<file path="config.mk">
export PLATFORM = sky130hd
export DESIGN_NAME = wtc_ctrl
export DESIGN_NICKNAME = d
export VERILOG_FILES = /design/src/wtc_pkg.sv /design/src/wtc_ctrl.sv
export VERILOG_INCLUDE_DIRS = /design/src /design/src/src
export SDC_FILE = /design/constraint.sdc
export NUM_CORES = 1
export LEC_CHECK = 0
export BUFFER_PORTS_ARGS = -buffer_cell sky130_fd_sc_hd__buf_4
export CAP_MARGIN = 10
export CORE_ASPECT_RATIO = 0.8
export CORE_UTILIZATION = 40
export CTS_BUF_LIST = sky130_fd_sc_hd__clkbuf_16
export DETAILED_ROUTE_END_ITERATION = 6
export PLACE_DENSITY = 0.66
export SYNTH_ARGS = -nofsm -noshare
export SYNTH_HDL_FRONTEND = slang
export SYNTH_SLANG_ARGS = --single-unit
export TNS_END_PERCENT = 10
</file>
<file path="constraint.sdc">
create_clock -name clk -period 5 [get_ports clk]
set_input_delay 0.75 -clock clk [delete_from_list [all_inputs] [get_ports clk]]
set_output_delay 0.75 -clock clk [all_outputs]
set_load 0.05 [all_outputs]
</file>
<file path="src/winograd_tile_convolution_top_assert.svh">
// Assertion macros used by the Winograd tile engine controller, wtc_ctrl.
// Each module that includes this file must provide clk and rst_n.
`ifndef WINOGRAD_TILE_CONVOLUTION_TOP_ASSERT_SVH
`define WINOGRAD_TILE_CONVOLUTION_TOP_ASSERT_SVH
`ifndef NO_ASSERTIONS
`define WTC_ASSERT_NOW(lbl, expr, msg) \
    lbl: assert property (@(posedge clk) disable iff (!rst_n) (expr)) else $error(msg);
`define WTC_ASSERT_NEXT(lbl, ante, cons, msg) \
    lbl: assert property (@(posedge clk) disable iff (!rst_n) (ante) |=> (cons)) else $error(msg);
`else
`define WTC_ASSERT_NOW(lbl, expr, msg)
`define WTC_ASSERT_NEXT(lbl, ante, cons, msg)
`endif
`endif

</file>
<file path="src/wtc_pkg.sv">
// Package of the Winograd tile engine: types, constants and transform tables.
// Depends on nothing; used by the controller, datapath, top level and bench.
`default_nettype none
package wtc_pkg;

    localparam int ACC_W = 48;
    localparam int Z_W = 53;
    localparam int CFG_IDX_W = 4;
    localparam int CFG_DATA_W = 32;
    localparam int OUT_W = 32;

    localparam logic [CFG_IDX_W-1:0] REG_BIAS_ENABLE = 4'd0;
    localparam logic [CFG_IDX_W-1:0] REG_BIAS_VALUE  = 4'd1;
    localparam logic [CFG_IDX_W-1:0] REG_BN_ENABLE   = 4'd2;
    localparam logic [CFG_IDX_W-1:0] REG_BN_MEAN     = 4'd3;
    localparam logic [CFG_IDX_W-1:0] REG_BN_INV_STD  = 4'd4;
    localparam logic [CFG_IDX_W-1:0] REG_BN_GAMMA    = 4'd5;
    localparam logic [CFG_IDX_W-1:0] REG_BN_BETA     = 4'd6;
    localparam logic [CFG_IDX_W-1:0] REG_RELU_ENABLE = 4'd7;

    localparam logic [1:0] LAST_ROW = 2'd3;
    localparam logic [1:0] LAST_OUT = 2'd2;
    localparam logic [3:0] LAST_IDX = 4'd15;

    typedef enum logic [3:0] {
        S_IDLE, S_UV, S_MUL, S_ADD, S_Z, S_RND, S_BIAS, S_MEAN,
        S_INV, S_GAM, S_BETA, S_RELU, S_OUT
    } state_t;

    typedef enum logic [3:0] {
        OP_NONE, OP_LOAD, OP_UV, OP_MUL, OP_ADD, OP_Z, OP_RND, OP_BIAS,
        OP_MEAN, OP_INV, OP_GAM, OP_BETA, OP_RELU, OP_CLEAR
    } op_t;

    typedef struct packed {
        op_t        op;
        logic [1:0] row;
        logic [3:0] idx;
        logic [1:0] out_i;
        logic [1:0] out_j;
    } cmd_t;

    function automatic logic signed [1:0] bt_coef(input logic [1:0] i, input logic [1:0] k);
        logic signed [1:0] c;
        c = 2'sd0;
        unique case (i)
            2'd0: c = (k == 2'd0) ? 2'sd1 : ((k == 2'd2) ? -2'sd1 : 2'sd0);
            2'd1: c = (k == 2'd1 || k == 2'd2) ? 2'sd1 : 2'sd0;
            2'd2: c = (k == 2'd1) ? -2'sd1 : ((k == 2'd2) ? 2'sd1 : 2'sd0);
            2'd3: c = (k == 2'd1) ? -2'sd1 : ((k == 2'd3) ? 2'sd1 : 2'sd0);
            default: c = 2'sd0;
        endcase
        return c;
    endfunction

    function automatic logic signed [2:0] g2_coef(input logic [1:0] i, input logic c);
        logic signed [2:0] v;
        v = 3'sd0;
        unique case (i)
            2'd0: v = c ? 3'sd0 : 3'sd2;
            2'd1: v = 3'sd1;
            2'd2: v = c ? -3'sd1 : 3'sd1;
            2'd3: v = c ? 3'sd2 : 3'sd0;
            default: v = 3'sd0;
        endcase
        return v;
    endfunction

    function automatic logic signed [1:0] at_coef(input logic [1:0] i, input logic [1:0] k);
        logic signed [1:0] c;
        c = 2'sd0;
        unique case (i)
            2'd0: c = (k == 2'd3) ? 2'sd0 : 2'sd1;
            2'd1: c = (k == 2'd1) ? 2'sd1 : ((k == 2'd2) ? -2'sd1 : 2'sd0);
            2'd2: c = (k == 2'd0) ? 2'sd0 : 2'sd1;
            default: c = 2'sd0;
        endcase
        return c;
    endfunction

    function automatic logic signed [OUT_W-1:0] sat32(input logic signed [63:0] x);
        logic signed [OUT_W-1:0] r;
        if (x > 64'sh0000_0000_7FFF_FFFF)
            r = 32'sh7FFF_FFFF;
        else if (x < -64'sh0000_0000_8000_0000)
            r = 32'sh8000_0000;
        else
            r = x[OUT_W-1:0];
        return r;
    endfunction

    function automatic logic signed [ACC_W-1:0] sat48(input logic signed [63:0] x);
        logic signed [ACC_W-1:0] r;
        if (x > 64'sh0000_7FFF_FFFF_FFFF)
            r = 48'sh7FFF_FFFF_FFFF;
        else if (x < -64'sh0000_8000_0000_0000)
            r = 48'sh8000_0000_0000;
        else
            r = x[ACC_W-1:0];
        return r;
    endfunction

endpackage
`default_nettype wire

</file>
<file path="src/wtc_ctrl.sv">
// Sequencer of the Winograd tile engine: row counting, accumulate and output loops.
// Depends on wtc_pkg and the assertion macro header.
`default_nettype none
`include "winograd_tile_convolution_top_assert.svh"
module wtc_ctrl (
    input  wire logic        clk,
    input  wire logic        rst_n,
    input  wire logic        in_valid,
    output logic             in_ready,
    input  wire logic        in_final,
    output logic             out_valid,
    input  wire logic        out_ready,
    output wtc_pkg::cmd_t    cmd
);
    import wtc_pkg::*;

    state_t     state_reg, state_next;
    logic [1:0] row_reg, row_next;
    logic [3:0] idx_reg, idx_next;
    logic [1:0] i_reg, i_next;
    logic [1:0] j_reg, j_next;
    logic       final_reg, final_next;

    always_ff @(posedge clk or negedge rst_n)
    begin
        if (!rst_n)
        begin
            state_reg <= S_IDLE;
            row_reg   <= 2'd0;
            idx_reg   <= 4'd0;
            i_reg     <= 2'd0;
            j_reg     <= 2'd0;
            final_reg <= 1'b0;
        end
        else
        begin
            state_reg <= state_next;
            row_reg   <= row_next;
            idx_reg   <= idx_next;
            i_reg     <= i_next;
            j_reg     <= j_next;
            final_reg <= final_next;
        end
    end

    always_comb
    begin
        state_next = state_reg;
        row_next   = row_reg;
        idx_next   = idx_reg;
        i_next     = i_reg;
        j_next     = j_reg;
        final_next = final_reg;
        unique case (state_reg)
            S_IDLE:
            begin
                if (in_valid)
                begin
                    row_next = row_reg + 2'd1;
                    if (row_reg == LAST_ROW)
                    begin
                        final_next = in_final;
                        idx_next   = 4'd0;
                        state_next = S_UV;
                    end
                end
            end
            S_UV:  state_next = S_MUL;
            S_MUL: state_next = S_ADD;
            S_ADD:
            begin
                idx_next = idx_reg + 4'd1;
                if (idx_reg != LAST_IDX)
                    state_next = S_UV;
                else if (final_reg)
                begin
                    i_next     = 2'd0;
                    j_next     = 2'd0;
                    state_next = S_Z;
                end
                else
                    state_next = S_IDLE;
            end
            S_Z:
            begin
                idx_next = idx_reg + 4'd1;
                if (idx_reg == LAST_IDX)
                    state_next = S_RND;
            end
            S_RND:  state_next = S_BIAS;
            S_BIAS: state_next = S_MEAN;
            S_MEAN: state_next = S_INV;
            S_INV:  state_next = S_GAM;
            S_GAM:  state_next = S_BETA;
            S_BETA: state_next = S_RELU;
            S_RELU:
            begin
                if (j_reg == LAST_OUT)
                    state_next = S_OUT;
                else
                begin
                    j_next     = j_reg + 2'd1;
                    state_next = S_Z;
                end
            end
            S_OUT:
            begin
                if (out_ready)
                begin
                    j_next = 2'd0;
                    if (i_reg == LAST_OUT)
                    begin
                        i_next     = 2'd0;
                        state_next = S_IDLE;
                    end
                    else
                    begin
                        i_next     = i_reg + 2'd1;
                        state_next = S_Z;
                    end
                end
            end
            default: state_next = S_IDLE;
        endcase
    end

    always_comb
    begin
        in_ready  = (state_reg == S_IDLE);
        out_valid = (state_reg == S_OUT);
        cmd.row   = row_reg;
        cmd.idx   = idx_reg;
        cmd.out_i = i_reg;
        cmd.out_j = j_reg;
        unique case (state_reg)
            S_IDLE:  cmd.op = in_valid ? OP_LOAD : OP_NONE;
            S_UV:    cmd.op = OP_UV;
            S_MUL:   cmd.op = OP_MUL;
            S_ADD:   cmd.op = OP_ADD;
            S_Z:     cmd.op = OP_Z;
            S_RND:   cmd.op = OP_RND;
            S_BIAS:  cmd.op = OP_BIAS;
            S_MEAN:  cmd.op = OP_MEAN;
            S_INV:   cmd.op = OP_INV;
            S_GAM:   cmd.op = OP_GAM;
            S_BETA:  cmd.op = OP_BETA;
            S_RELU:  cmd.op = OP_RELU;
            S_OUT:   cmd.op = (out_ready && i_reg == LAST_OUT) ? OP_CLEAR : OP_NONE;
            default: cmd.op = OP_NONE;
        endcase
    end

    `WTC_ASSERT_NOW(a_no_overlap, !(in_ready && out_valid), "input taken while a row is pending")
    `WTC_ASSERT_NEXT(a_row3_starts, state_reg == S_IDLE && in_valid && row_reg == LAST_ROW,
        state_reg == S_UV && row_reg == 2'd0, "tile row 3 did not start accumulation")
    `WTC_ASSERT_NOW(a_out_row_range, !out_valid || i_reg != LAST_ROW, "output row out of range")
    `WTC_ASSERT_NEXT(a_partial_done, state_reg == S_ADD && idx_reg == LAST_IDX && !final_reg,
        state_reg == S_IDLE, "non-final tile did not return to idle")

endmodule
`default_nettype wire

</file>
* Word-level counts from Yosys, hierarchy flattened
Cells that the tools add are included.
** Storage, ports and cells
- Logic and storage cells :: 69
- Output and inout port bits :: 16
- Bits in registers :: 15
- Input port bits :: 5
** Cells by class
- Multiplexer cells :: 23
- Equality and inequality tests :: 24
- Reduce and logical (&&, ||, !) cells :: 12
- Add/subtract/negate cells :: 4
** Operators with widths (count)
- 4-bit one-hot mux with 13 select lines :: 2
- 4-bit two-way mux :: 8
- 4-bit equality test, second input constant :: 6
- 4-bit by 3-bit equality test with 1-bit output, second input constant :: 4
- 2-bit two-way mux :: 6
- 2-bit != test, second input constant :: 5
- 3-bit two-way mux :: 3
- 4-bit by 2-bit equality test with 1-bit output, second input constant :: 2
- 4-bit one-hot mux with 2 select lines :: 1
- 4-bit AND reduction :: 2
- 2-bit by 1-bit adder with 2-bit output, second input constant :: 3
- 2-bit equality test, second input constant :: 3
- 2-bit one-hot mux with 3 select lines :: 1
- 3-bit AND reduction :: 2
- 5-bit AND reduction :: 1
- 4-bit by 1-bit adder with 4-bit output, second input constant :: 1
- 4-bit by 1-bit equality test with 1-bit output, second input constant :: 1
- 4-bit logical NOT :: 1
- 2-bit by 1-bit != test with 1-bit output, second input constant :: 2
- 4-bit != test, second input constant :: 1
- 2-bit one-hot mux with 2 select lines :: 1
- 2-bit nonzero test :: 2
- 3-bit nonzero test :: 1
- 2-bit AND reduction :: 1
- other kinds (3) :: 3

* Depth between registers and ports, before layout
Gate-level depths: netlist of the first run.
- Word-level depth :: 4
- Mapped depth :: 6
- Gate-level depth less buffers :: 6

* Least setup slack after synthesis of the first run
No wires, ideal clock.
- Path kind :: register to output
- From :: register i_reg[0]
- To :: output cmd[10] in the netlist's numbering
- Stages on the path, launching flop included :: 5
- Arrival time :: 2.048 ns
- Setup slack :: 2.202 ns
- Data required time :: 4.250 ns
- Cells stage by stage :: dfrtp_1 nand3b_1 nor2_1 nor2_1 nor3_1
** RTL lines
- start: declaration :: RTL line wtc_ctrl.sv:20 : logic [1:0] i_reg, i_next;
- start signal: assignment :: RTL line wtc_ctrl.sv:40 : i_reg <= i_next;
- end: declaration :: RTL line wtc_ctrl.sv:13 : output wtc_pkg::cmd_t cmd

==> flow_metrics.tcl, run 1 <==
set metrics [dict create \
    ys_top_cells_by_count "dfrtp_1, nand2_1, nor2_1, a21oi_1, clkbuf_1" \
    finClkSkew_ns 0.000525 \
    setup_viol 0 \
    hold_path.class "primary input to async pin" \
    fmax_mhz 411 \
    yosysSeqAreaShare 0.388 \
    path_class "register to output port" \
    vias 806 \
    clk_pin_slew_ns 0.05 \
    period_share 0.487 \
    final_util 0.534 \
    drtIter0Drc 20 \
    drive_above_1_share 0.246 \
    muxShareOfSynthArea 0.0699 \
    grt_pass1_vias 684 \
    synth_cell_types 40 \
    avgSynthCellArea_um2 9.48 \
    cts_tree "yes" \
    cpMaxStageDelayCell "dfrtp_1" \
    fin_setup_tns_ns 0 \
    insertion_delay_ns 0.24 \
    synthXorXnorAreaFrac 0.0181 \
    min_period_ns 2.43 \
    yosys-top-cells-area "dfrtp_1, nand2_1, ha_1, mux2i_1, nor2_1" \
    die_area_mm2 0.00262 \
    status "finished, violations left" \
    numPortBuffers 20 \
    crit_chain "o21a_1 > o22ai_1 > a21o_1 > buf_4" \
    cap_violations 0 \
    cp_slowest_stage_delay_ns 0.78 \
    synthAdderAreaFrac 0.0388 \
    initial_core_util 0.437 \
    die_w_um 57.0 \
    area_growth_pct 22.4 \
    crit_required_ns 4.25 \
    max-slew-margin-rel 0.544 \
    crit_path_start_kind "register" \
    synth-simple-area-share 0.254 \
    violations "design-rule violations" \
    finalHoldViolCount 0 \
    synth-seq-cells 15 \
    rows 15 \
    root_buffer "clkbuf_16" \
    rsz0062_at_grt "false" \
    syn_inst 102 \
    synth-compound-area-share 0.179 \
    worst_pin_slew_ns 0.684 \
    cts_buffers 3 \
    postRouteAntennaNets 0 \
    synth_edf_count 0 \
    drc 5 \
    ys.flop_type "dfrtp_1" \
    post_cts_buffers 0 \
    fp.dieH_um 46.0 \
    h-tree-depth 1 \
    cts_num_sinks 15 \
    core_area_mm2 0.00221 \
    finalMaxSlewViolations 0 \
    yosysWarningCount 0 \
    final_cells 143 \
    placed_cells 139 \
    synth_nets 110 \
    post-synth-top-area-cell "dfrtp_1" \
    cp_data_arrival_time_ns 1.68 \
    wl_per_cell_um 13.2 \
    drt_first_pass_iters 6 \
    synth_top_area_frac 0.388 \
    nets 127 \
    gp_congestion 0.846 \
    ctsResizeCount 0 \
    grt_pass1_wl_mm 3.16 \
    viasPerCell 5.64 \
    antenna_cells 0 \
    track_usage 0.164 \
    grt_max_degree 23 \
    synth_most_common_cell "dfrtp_1" \
    design.portCount 21 \
    ctsHoldBuffers 0 \
    cp_max_fo 21 \
    endpoint_kind "output port" \
    hpwl_mm 1.34 \
    overflow 0 \
    routed_wl_mm 1.88 \
    syn-cell-area_um2 967 \
    antenna_found_initial 0 \
    synthArstFlopShare 1.00 \
    synth_top_family_by_area "simple AND/OR/NAND/NOR gates" \
    clockBufferDepth 2 \
]
==> final cells by class <==
type | count | area (um^2)
sequential | 15 | 375
inverter | 2 | 7.51
tap | 25 | 31.3
clock buffer | 3 | 75.1
timing repair buffer | 20 | 150
multi-input combinational | 77 | 541
clock inverter | 1 | 3.75
fill | 211 | 1030
==> path summary, 6_finish.rpt <==
kind | start | endpoint | slack, ns | cells past startpoint
max in group asynchronous | rst_n | j_reg[0] | 4.47 | 1
min reg2reg | final_reg | final_reg | 0.50 | 1
max reg2reg | state_reg[0] | j_reg[1] | 3.07 | 4
min in group clk | final_reg | final_reg | 0.50 | 1
max | state_reg[3] | cmd[12] | 2.57 | 4
min | rst_n | idx_reg[0] | 0.35 | 1
==> worst max-delay path, delay by kind of cell, from the launching register on <==
kind	cells	cell delay [ns]
AO/OA/AOI/OAI	3	0.48
buffers and inverters	1	0.18
flip-flops	1	0.78
==> cells in the final DEF, fill, tap and decap left out, drive strengths merged, types with 6 or more instances in the layout <==
cell type / netlist / routed
buf: 4 / 20
dfrtp: 15 / 15
nand2: 14 / 14
nor2: 8 / 8
a21oi: 6 / 6
==> cell families (layout without fill, tap and decap cells) <==
group / after synthesis / count (layout)
buf+inv: 10 / 26
fa+ha+maj: 3 / 3
xor+xnor: 2 / 2
flops: 15 / 15
simple gates: 43 / 43
compound gates: 23 / 23
mux: 6 / 6
==> through the flow <==
stage          hold slack [ns]  worst slack, ns  area, um^2
2_1_floorplan            0.454             2.20         967
3_3_place_gp             0.482             2.68        1100
3_5_place_dp             0.491             2.63        1100
4_1_cts                  0.358             2.55        1180
5_1_grt                  0.367             2.45        1180
6_report                 0.351             2.57        1180
==> metal layers <==
layer  up-vias  share of wire  global-route usage
met5         -              0                   0
met4         0          0.011              0.0585
met3         2          0.069              0.0511
met2        24           0.41               0.247
met1       380           0.51               0.225
li1        400              -                   -
Power of run 1 is left out: the tool's default activity adds up to more than one toggle a clock period on the data nets, which glitch-free logic cannot reach.
==> inputs of run 2 (changes only) <==
clock period = 2.4 ns   (was 5 ns; I/O delays follow)
==> run 2 against run 1 <==
Critical path type unchanged. The run still ends with design-rule violations left. Design area grew 1.3%. Cell count grew 0.70%. Wire length grew 10%. Die area is the same.
==> flow_metrics.tcl, run 2 (synthesis gave the netlist of run 1 again) <==
set metrics [dict create \
    root_buffer "clkbuf_16" \
    crit_path_start_kind "register" \
    final_common_cell "buf_4" \
    rows 15 \
    path_class "register to output port" \
    grt_max_degree 23 \
    hold_depth 2 \
    max-slew-margin-rel 0.532 \
    mostFrequentLayoutCells "buf_4, dfrtp_1, nand2_1, nor2_1, a21oi_1" \
    cap_violations 0 \
    die_area_mm2 0.00262 \
    cts_tree "yes" \
    grt_pass1_vias 722 \
    antenna_found_initial 0 \
    drt_first_pass_iters 6 \
    worst_r2r_endpoint "j_reg[1]" \
    ctsHoldBuffers 1 \
    drc 4 \
    core_area_mm2 0.00221 \
    path_buf_inv 1 \
    cpMaxStageDelayCell "dfrtp_1" \
    routed_wl_mm 2.07 \
    post_cts_buffers 0 \
    clockBufferDepth 2 \
    status "finished, violations left" \
    drtIter0Drc 38 \
    hold_end "final_reg" \
    placed_cells 139 \
    final_cells 144 \
    overflow 0 \
    track_usage 0.182 \
    postRouteAntennaNets 0 \
    r2r_cells 4 \
    initial_core_util 0.437 \
    nets 128 \
    die_w_um 57.0 \
    design.portCount 21 \
    hpwl_mm 1.44 \
    fmax_mhz 483 \
    cp_data_arrival_time_ns 1.71 \
    min_period_ns 2.07 \
    h-tree-depth 1 \
    path_delay_family "flip-flops" \
    cts_buffers 3 \
    setup_viol 0 \
    antenna_cells 0 \
    finClkSkew_ns 0.000798 \
    fin_setup_tns_ns 0 \
    grt_pass1_wl_mm 3.48 \
    r2r-start "state_reg[0]" \
    fp.dieH_um 46.0 \
    vias 819 \
    wl_per_cell_um 14.4 \
    cts_num_sinks 15 \
    violations "design-rule violations" \
    crit_required_ns 2.04 \
    period_share 0.862 \
    ctsResizeCount 0 \
    gp_congestion 0.743 \
    min-delay-start "in_final" \
    rsz0062_at_grt "false" \
    viasPerCell 5.69 \
    numPortBuffers 20 \
    cp_slowest_stage_delay_ns 0.79 \
    cp_max_fo 21 \
    worst_pin_slew_ns 0.702 \
    hold_path.class "primary input to register" \
    rrSetupSlack_ns 0.45 \
    drive_above_1_share 0.252 \
    endpoint_kind "output port" \
    finalMaxSlewViolations 0 \
    insertion_delay_ns 0.24 \
    nFillCells 214 \
    finalHoldViolCount 0 \
    clk_pin_slew_ns 0.05 \
    crit_chain "o21a_1 > o22ai_1 > a21o_1 > buf_4" \
    area_growth_pct 23.9 \
]
[run 2: final cells by class]
| type | instances | area, um^2 | area share |
|---|---|---|---|
| Inverter | 2 | 7.51 | 0.00626 |
| Clock inverter | 1 | 3.75 | 0.00313 |
| Clock buffer | 3 | 75.1 | 0.0626 |
| Sequential cell | 15 | 375 | 0.313 |
| Tap cell | 25 | 31.3 | 0.0261 |
| Timing Repair Buffer | 21 | 160 | 0.134 |
| Multi-Input combinational cell | 77 | 546 | 0.455 |
[run 2: metrics by stage]
step                      setup WS [ns]  hold WS, ns  area (um^2)   util
after floorplan                  0.0414       0.0644          972      -
after global placement            0.538        0.229         1110  0.501
after detailed placement          0.461        0.227         1110  0.501
after CTS                         0.323        0.338         1200  0.541
after global routing              0.213        0.342         1200  0.541
final                             0.331        0.335         1200  0.541
[run 2: worst max path at each step]
stage | from | depth (start not counted) | to
floorplan | state_reg[2] | 4 | out_valid
global placement | state_reg[0] | 4 | j_reg[1]
detailed placement | state_reg[0] | 4 | j_reg[1]
CTS | state_reg[3] | 4 | cmd[12]
global route | state_reg[3] | 4 | cmd[12]
finish | state_reg[3] | 4 | cmd[12]
[run 2: layer usage]
| layer | share of wire | global-route usage |
|---|---|---|
| met1 | 0.49 | 0.248 |
| met2 | 0.46 | 0.289 |
| met3 | 0.044 | 0.0511 |
| met4 | 0.0048 | 0.0439 |
| met5 | 0 | 0 |
[run 2: worst reg2reg max path, delay by kind of cell, from the launching register on]
kind	cells	cell delay, ns
AOI/OAI and AO/OA	1	0.10
DFF	1	0.77
muxes	1	0.32
and+or+nand+nor	2	0.65
Power of run 2 is left out for the same reason.
==> inputs of run 3 (changes only) <==
CORE_UTILIZATION = 45   (was 40)
PLACE_DENSITY = 0.72   (was 0.66)
==> run 3 against run 2 <==
The flow now finishes without violations. Cell count did not move. Critical path depth did not move. Via count rose by 1.1%. Global-route usage rose by 1.1 points. Worst setup slack got worse by 0.023 ns. Register-to-register slack improved by 0.06 ns. Flip-flop and latch count did not move. Critical path type unchanged. Critical endpoint unchanged. Largest cell class unchanged. Highest routed layer unchanged.
==> flow_metrics.tcl, run 3 (synthesis gave the netlist of run 1 again) <==
set metrics [dict create \
    r2r-start "state_reg[3]" \
    worst_pin_slew_ns 0.714 \
    drc 0 \
    fin_setup_tns_ns 0 \
    design.portCount 21 \
    nets 129 \
    vias 828 \
    clk_pin_slew_ns 0.05 \
    min_period_ns 2.09 \
    hpwl_mm 1.37 \
    cap_violations 0 \
    root_buffer "clkbuf_16" \
    finalHoldViolCount 0 \
    crit_path_start_kind "register" \
    grt_pass1_wl_mm 3.19 \
    crit_chain "o21a_1 > o22ai_1 > a21o_1 > buf_4" \
    core_area_mm2 0.00194 \
    rows 14 \
    grt_max_degree 23 \
    min-delay-start "in_final" \
    fmax_mhz 478 \
    die_area_mm2 0.00234 \
    routed_wl_mm 2.07 \
    crit_required_ns 2.04 \
    cp_max_fo 21 \
    gp_congestion 0.749 \
    rrSetupSlack_ns 0.51 \
    fp.dieH_um 43.5 \
    period_share 0.872 \
    path_class "register to output port" \
    drt_first_pass_iters 4 \
    hold_path.class "primary input to register" \
    grt_pass1_vias 694 \
    track_usage 0.193 \
    cts_buffers 3 \
    viasPerCell 5.75 \
    initial_core_util 0.497 \
    cts_num_sinks 15 \
    h-tree-depth 1 \
    insertion_delay_ns 0.25 \
    cpMaxStageDelayCell "dfrtp_1" \
    postRouteAntennaNets 0 \
    antenna_found_initial 0 \
    ctsResizeCount 0 \
    setup_viol 0 \
    die_w_um 53.8 \
    cts_tree "yes" \
    drive_above_1_share 0.258 \
    endpoint_kind "output port" \
    antenna_cells 0 \
    overflow 0 \
    mostFrequentLayoutCells "buf_4, dfrtp_1, nand2_1, nor2_1, a21oi_1" \
    critPathLaunch "state_reg[3]" \
    drtIter0Drc 16 \
    cp_slowest_stage_delay_ns 0.80 \
    clockBufferDepth 2 \
    status "complete, no violations" \
    area_growth_pct 24.6 \
    wl_per_cell_um 14.4 \
    cp_data_arrival_time_ns 1.73 \
    numPortBuffers 20 \
    final_common_cell "buf_4" \
    finClkSkew_ns 0.00166 \
    finalMaxSlewViolations 0 \
    max-slew-margin-rel 0.524 \
    rsz0062_at_grt "false" \
]
-- run 3: cell type report --
cell class / instances / area, um^2
tap: 24 / 30.0
multi-input combinational: 77 / 546
clock buffer: 3 / 75.1
sequential: 15 / 375
timing repair buffer: 22 / 168
inverter: 2 / 7.51
fill: 157 / 739
clock inverter: 1 / 3.75
-- run 3: routing by layer --
| layer | vias up | share of wire | track usage |
|---|---|---|---|
| met5 | - | 0 | 0 |
| met2 | 30 | 0.44 | 0.286 |
| li1 | 409 | - | - |
| met1 | 383 | 0.48 | 0.257 |
| met3 | 6 | 0.056 | 0.0737 |
| met4 | 0 | 0.015 | 0.0632 |
-- run 3: worst max-delay path: cells and delay by family, from the launching register on --
kind	cells	cell delay (ns)
AO/OA/AOI/OAI	3	0.50
buffers and inverters	1	0.18
flip-flops	1	0.80
-- run 3: final timing paths --
check | to | depth (start not counted)
setup / recovery | cmd[12] | 4
hold / removal | final_reg | 2
setup reg to reg | j_reg[1] | 3
hold reg to reg | final_reg | 1
max in group asynchronous | j_reg[1] | 2
min in group asynchronous | idx_reg[3] | 2
-- run 3: repair_timing --
action                    CTS  global route
buffers inserted            0             0
hold buffers                1             0
hold endpoints to repair   15             0
-- run 3: metrics by stage --
step                      utilization  area [um^2]  hold WS (ns)  worst slack [ns]  std cells
after detailed placement        0.574         1120         0.235             0.526        139
after global routing            0.620         1200         0.334             0.220        144
after floorplan                     -          972        0.0644            0.0414        102
after global placement          0.574         1120         0.227             0.608        139
final                           0.620         1200         0.328             0.308        144
after CTS                       0.620         1200         0.326             0.311        144
Power of run 3 is left out for the same reason.
